## src/rtl/bf5_pkg.sv

```systemverilog
// Shared constants, types and helpers for the 5x5 box filter.
package bf5_pkg;

  localparam int WIN_DIM       = 5;
  localparam int DEF_MAX_WIDTH = 512;
  localparam int MAX_HEIGHT    = 4096;
  localparam int MIN_DIM       = WIN_DIM;
  localparam int RESET_WIDTH   = 512;
  localparam int RESET_HEIGHT  = 512;

  localparam int PIX_W     = 8;
  localparam int ROW_W     = 12;
  localparam int OUT_COL_W = 9;
  localparam int CFG_W     = 13;
  localparam int CFG_IDX_W = 1;
  localparam int WCFG_W    = 10;
  localparam int HEIGHT_W  = 13;
  localparam int IDX_W     = 3;
  localparam int SLOTS     = WIN_DIM - 1;
  localparam int WORD_W    = SLOTS * PIX_W;
  localparam int ROWSUM_W  = 11;
  localparam int ACC_W     = 13;

  // floor(s / 25) == (s * RECIP_25) >> RECIP_SHIFT for all s <= 25 * 255
  localparam int RECIP_W     = 16;
  localparam int RECIP_25    = 41944;
  localparam int RECIP_SHIFT = 20;
  localparam int PROD_W      = ACC_W + RECIP_W;

  localparam logic [CFG_IDX_W-1:0] REG_IMAGE_WIDTH  = 1'b0;
  localparam logic [CFG_IDX_W-1:0] REG_IMAGE_HEIGHT = 1'b1;

  typedef struct packed {
    logic accept;    // latch pixel, start line read
    logic update;    // shift window, write line store, advance position
    logic acc_step;  // add one window row to the sum
    logic mult;      // scale sum by reciprocal of 25
    logic load;      // move result into output register, step to next result
  } bf5_cmd_t;

  typedef struct packed {
    logic emit;      // current pixel produces results
    logic m_last;    // last window row of this result
    logic res_last;  // last result for this pixel
    logic out_free;  // output register can take a result
  } bf5_sts_t;

  // clamp a window index to the bottom/right edge
  function automatic logic [IDX_W-1:0] lim(input logic [IDX_W:0] v);
    if (v > (IDX_W+1)'(WIN_DIM - 1)) begin
      return IDX_W'(WIN_DIM - 1);
    end
    return v[IDX_W-1:0];
  endfunction

endpackage

```

## src/rtl/bf5_ctrl.sv

```systemverilog
// Controller: sequences line read, window update and per-result sum/scale/output.
module bf5_ctrl (
  input  logic              clk,
  input  logic              rst,
  input  logic              in_valid,
  output logic              in_ready,
  input  bf5_pkg::bf5_sts_t sts,
  output bf5_pkg::bf5_cmd_t cmd
);
  import bf5_pkg::*;

  typedef enum logic [2:0] {
    S_IDLE,
    S_UPDATE,
    S_ACCUM,
    S_MULT,
    S_EMIT
  } state_t;

  state_t state;
  state_t state_next;

  always_ff @(posedge clk) begin
    if (rst) begin
      state <= S_IDLE;
    end else begin
      state <= state_next;
    end
  end

  assign in_ready = (state == S_IDLE);

  always_comb begin
    cmd        = '0;
    state_next = state;
    unique case (state)
      S_IDLE: begin
        if (in_valid) begin
          cmd.accept = 1'b1;
          state_next = S_UPDATE;
        end
      end
      S_UPDATE: begin
        cmd.update = 1'b1;
        state_next = sts.emit ? S_ACCUM : S_IDLE;
      end
      S_ACCUM: begin
        cmd.acc_step = 1'b1;
        if (sts.m_last) begin
          state_next = S_MULT;
        end
      end
      S_MULT: begin
        cmd.mult   = 1'b1;
        state_next = S_EMIT;
      end
      S_EMIT: begin
        if (sts.out_free) begin
          cmd.load   = 1'b1;
          state_next = sts.res_last ? S_IDLE : S_ACCUM;
        end
      end
      default: state_next = S_IDLE;
    endcase
  end

endmodule

```

## config.mk

```make
export PLATFORM = sky130hd
export DESIGN_NAME = bf5_ctrl
export DESIGN_NICKNAME = d
export VERILOG_FILES = /design/src/rtl/bf5_pkg.sv /design/src/rtl/bf5_ctrl.sv
export SDC_FILE = /design/constraint.sdc
export NUM_CORES = 1
export LEC_CHECK = 0
export BUFFER_PORTS_ARGS = -buffer_cell sky130_fd_sc_hd__buf_2
export CORE_AREA = 2 2 39 41
export CTS_BUF_LIST = sky130_fd_sc_hd__clkbuf_8
export CTS_CLUSTER_SIZE = 20
export DETAILED_ROUTE_END_ITERATION = 8
export DIE_AREA = 0 0 41 43
export GPL_ROUTABILITY_DRIVEN = 0
export GPL_TIMING_DRIVEN = 0
export PLACE_DENSITY = 0.44
export SLEW_MARGIN = 0
export SYNTH_ARGS = -nofsm -noshare
export SYNTH_HDL_FRONTEND = slang
export SYNTH_SLANG_ARGS = --single-unit
```

## constraint.sdc

```tcl
create_clock -name clk -period 2.4 [get_ports clk]
set_clock_uncertainty 0.2 [all_clocks]
set_input_delay 0.12 -clock clk [delete_from_list [all_inputs] [get_ports clk]]
set_output_delay 0.12 -clock clk [all_outputs]
set_load 0.02 [all_outputs]
```

==> Flow_metrics.wiki <==
{| class="wikitable"
! Metric !! Value
|-
| Run status || finished, final reports clean
|-
| Number of sinks handled by clock tree synthesis || 3
|-
| Hold violation total from the final report || 0
|-
| Total power consumption of the routed design || 0.264 mW
|-
| Predominant post-synthesis flop cell || dfxtp_1
|-
| Type of element capturing the critical path || output pin
|-
| Synthesized netlist net count || 30
|-
| Via count of the first global-routing pass || 216
|-
| Worst hold path stage count || 4
|-
| Total count of max-transition violations in the final report || 0
|-
| Number of enable-type register cells in the synthesized netlist || 0
|-
| Power Dens Cells || 757 nW/um^2
|-
| Sequential cell area || 60.1 sq um
|-
| Register-to-register setup slack || 1.01 ns
|-
| Count of yosys warnings during synthesis || 0
|-
| Vert. Die Dim || 43 um
|-
| Distinct cell type count of the synthesized netlist || 16
|-
| Detailed placement HPWL || 377 um
|-
| Fmax achieved || 0.678 GHz
|-
| Finish-stage setup viols || 0
|-
| CTS root buf || clkbuf_8
|-
| Slack of the critical path || 0.925 ns
|-
| Cell row count || 14
|-
| Synth area leaders || dfxtp_1 28%, mux2i_1 9.4%, nor4b_1 8.2%
|-
| Hold EP || state[2]$_SDFFE_PP0P_
|-
| Filler Cell Count || 157
|-
| Post-cts gate resize count || 0
|-
| Leakage || 0.163 nW
|-
| Setup Fix Bufs, Post-CTS || 0
|-
| RR Endpoint || state[1]$_SDFFE_PP0P_
|-
| # port buffers || 12
|-
| Buffers from clock root to sink, at most || 2
|-
| Final Net Count || 48
|-
| Remaining antenna violation count after routing || 0
|-
| Clk_lat worst skew || 0.21 ns
|-
| Leading cell type by number of instances after synthesis || nor2_1
|-
| Largest area contributor in the netlist || dfxtp_1
|-
| Remaining design rule violation count || 0
|-
| VDD IR-drop max || 0.000389 V
|-
| Cell area after placement || 294 sq um
|-
| Routed wire length || 512 um
|-
| Violation count after the first detailed-route iteration || 1
|-
| Sequential-to-total area share from yosys stat || 28.1%
|-
| Count of placed standard cells including taps || 51
|-
| Reported max-cap violation count || 0
|-
| Actual transition at the worst max-transition pin || 0.320 ns
|-
| Worst slack on hold paths || 0.0421 ns
|-
| Largest registers || state (3)
|-
| Class of the worst hold path || in2reg
|-
| Crit path time final || 1.48 ns
|-
| Worst-case reg-to-reg path depth || 4
|-
| Min-Delay Startpoint || sts[0]
|-
| CTS tree || built
|-
| Deepest level of the CTS H-tree || 1
|-
| Synthesized area per cell || 9.30 sq um
|-
| Number of top-level design ports || 13
|-
| WS Path Type || reg2out
|-
| Type of element launching the critical path || flip-flop
|-
| Clock transition at path regs || 0.03 ns
|-
| Initial cell density of the core || 15.5%
|-
| Largest net degree at the start of global routing || 10
|-
| Fraction of final layout cells with drive strength greater than 1 || 50.0%
|-
| Design area || 349 sq um
|-
| Total of flip-flops plus latches after synthesis || 3
|-
| Area of combinational cells with multiple inputs || 141 sq um
|-
| Most used standard cells in the synthesized netlist || 4 x nor2_1, 3 x dfxtp_1, 2 x mux2i_1, 2 x nor4b_1
|-
| Post-synthesis instance total || 23
|-
| Synthesized cell area || 214 sq um
|-
| Number of antenna violations at the first check in global routing || 0
|-
| Post-route clock period utilization || 61.5%
|-
| Die Span X || 41 um
|-
| Worst-path maximum fanout || 9
|-
| Critical path data required time || 2.08 ns
|-
| Arrival time reported for the critical path endpoint || 1.16 ns
|-
| Final standard cell utilization of the core || 25.2%
|-
| Worst slack after detailed placement || 1.00 ns
|-
| Wire length of the first global-routing pass || 807 um
|-
| TritonCTS Buffers || 3
|-
| Finished Layout Cells || 56
|-
| Vias/cell || 4.00
|-
| Routed WL per cell || 9.14 um
|-
| Placeable core area || 1380 sq um
|-
| Floorplan die area || 1760 sq um
|-
| Gr usage total || 7.23%
|-
| Max transition margin || 78.6%
|-
| Reg with most FFs || state
|-
| Flip-flop count of the largest register after layout || 3
|-
| Detailed-routing iteration count for the pre-antenna-repair pass || 2
|-
| Area delta synth->final || 63.2%
|-
| Setup repair after global routing missed its margin || no
|-
| N_diodes || 0
|-
| Source of the worst register-to-register timing path || state[2]$_SDFFE_PP0P_
|-
| Total grt overflow || 0
|-
| Async S/R FF share, synth || 0%
|-
| Sum of negative setup slack || 0 ns
|-
| Share of the synthesized area in the top cell type || 28.1%
|-
| Via total after detailed routing || 224
|}
==> cells by family after synthesis <==
| group | Yosys count | synth area share, % |
|---|---|---|
| DFF | 3 | 28.1 |
| muxes | 2 | 9.36 |
| buffers and inverters | 2 | 5.85 |
| AOI/OAI and AO/OA | 3 | 12.9 |
| and+or+nand+nor | 13 | 43.9 |
==> power breakdown <==
group,switching [mW],internal [mW],leakage [nW]
combinational,0.0381,0.0287,0.111
clock,0.0302,0.109,0.0269
sequential,0.00402,0.0547,0.0246
total,0.0724,0.192,0.163
==> critical path: stages, from the launching register on <==
cell and delay, ns:
dfxtp_1 0.28, buf_2 0.16, nor3_1 0.21, and2_1 0.14
buf_2 0.15
==> layout make-up <==
class	instances	share of cell area, %
Buffer	2	3.58
Clock buffer	3	11.8
Clock inverter	1	1.08
Multi-Input combinational cell	18	40.5
Sequential cell	3	17.2
Tap cell	16	5.73
Timing Repair Buffer	13	20.1
==> worst max path at each step <==
| stage | cells after the start | to | startpoint |
|---|---|---|---|
| after floorplan | 4 | state[1]$_SDFFE_PP0P_ | state[1]$_SDFFE_PP0P_ |
| after detailed placement | 4 | state[1]$_SDFFE_PP0P_ | state[2]$_SDFFE_PP0P_ |
| after CTS | 4 | cmd[4] | state[2]$_SDFFE_PP0P_ |
| after global placement | 4 | state[1]$_SDFFE_PP0P_ | state[2]$_SDFFE_PP0P_ |
| after global routing | 4 | cmd[4] | state[2]$_SDFFE_PP0P_ |
| final | 4 | cmd[4] | state[2]$_SDFFE_PP0P_ |
==> per-layer routing <==
metal,vias up,GRT usage (%),share of wire [%]
met5,-,0,0
met4,0,4.00,0
met3,0,6.28,11
met2,12,9.38,38
met1,92,7.72,50
li1,120,-,-
==> repair_timing <==
item	CTS	global route
hold buffers	1	0
endpoints found under the hold margin	3	0
setup endpoints to repair	0	0
==> cell usage in the layout (no fill, tap or decap), drive strengths merged <==
| cell type | instances |
|---|---|
| a211oi | 1 |
| a21oi | 1 |
| a221oi | 1 |
| and2 | 1 |
| and3 | 1 |
| and3b | 1 |
| buf | 14 |
| clkbuf | 3 |
| dfxtp | 3 |
| dlygate4sd3 | 1 |
| inv | 1 |
| mux2i | 2 |
| nor2 | 4 |
| nor3 | 1 |
| nor3b | 2 |
| nor4b | 3 |
Power figures use the tool's default switching activity.
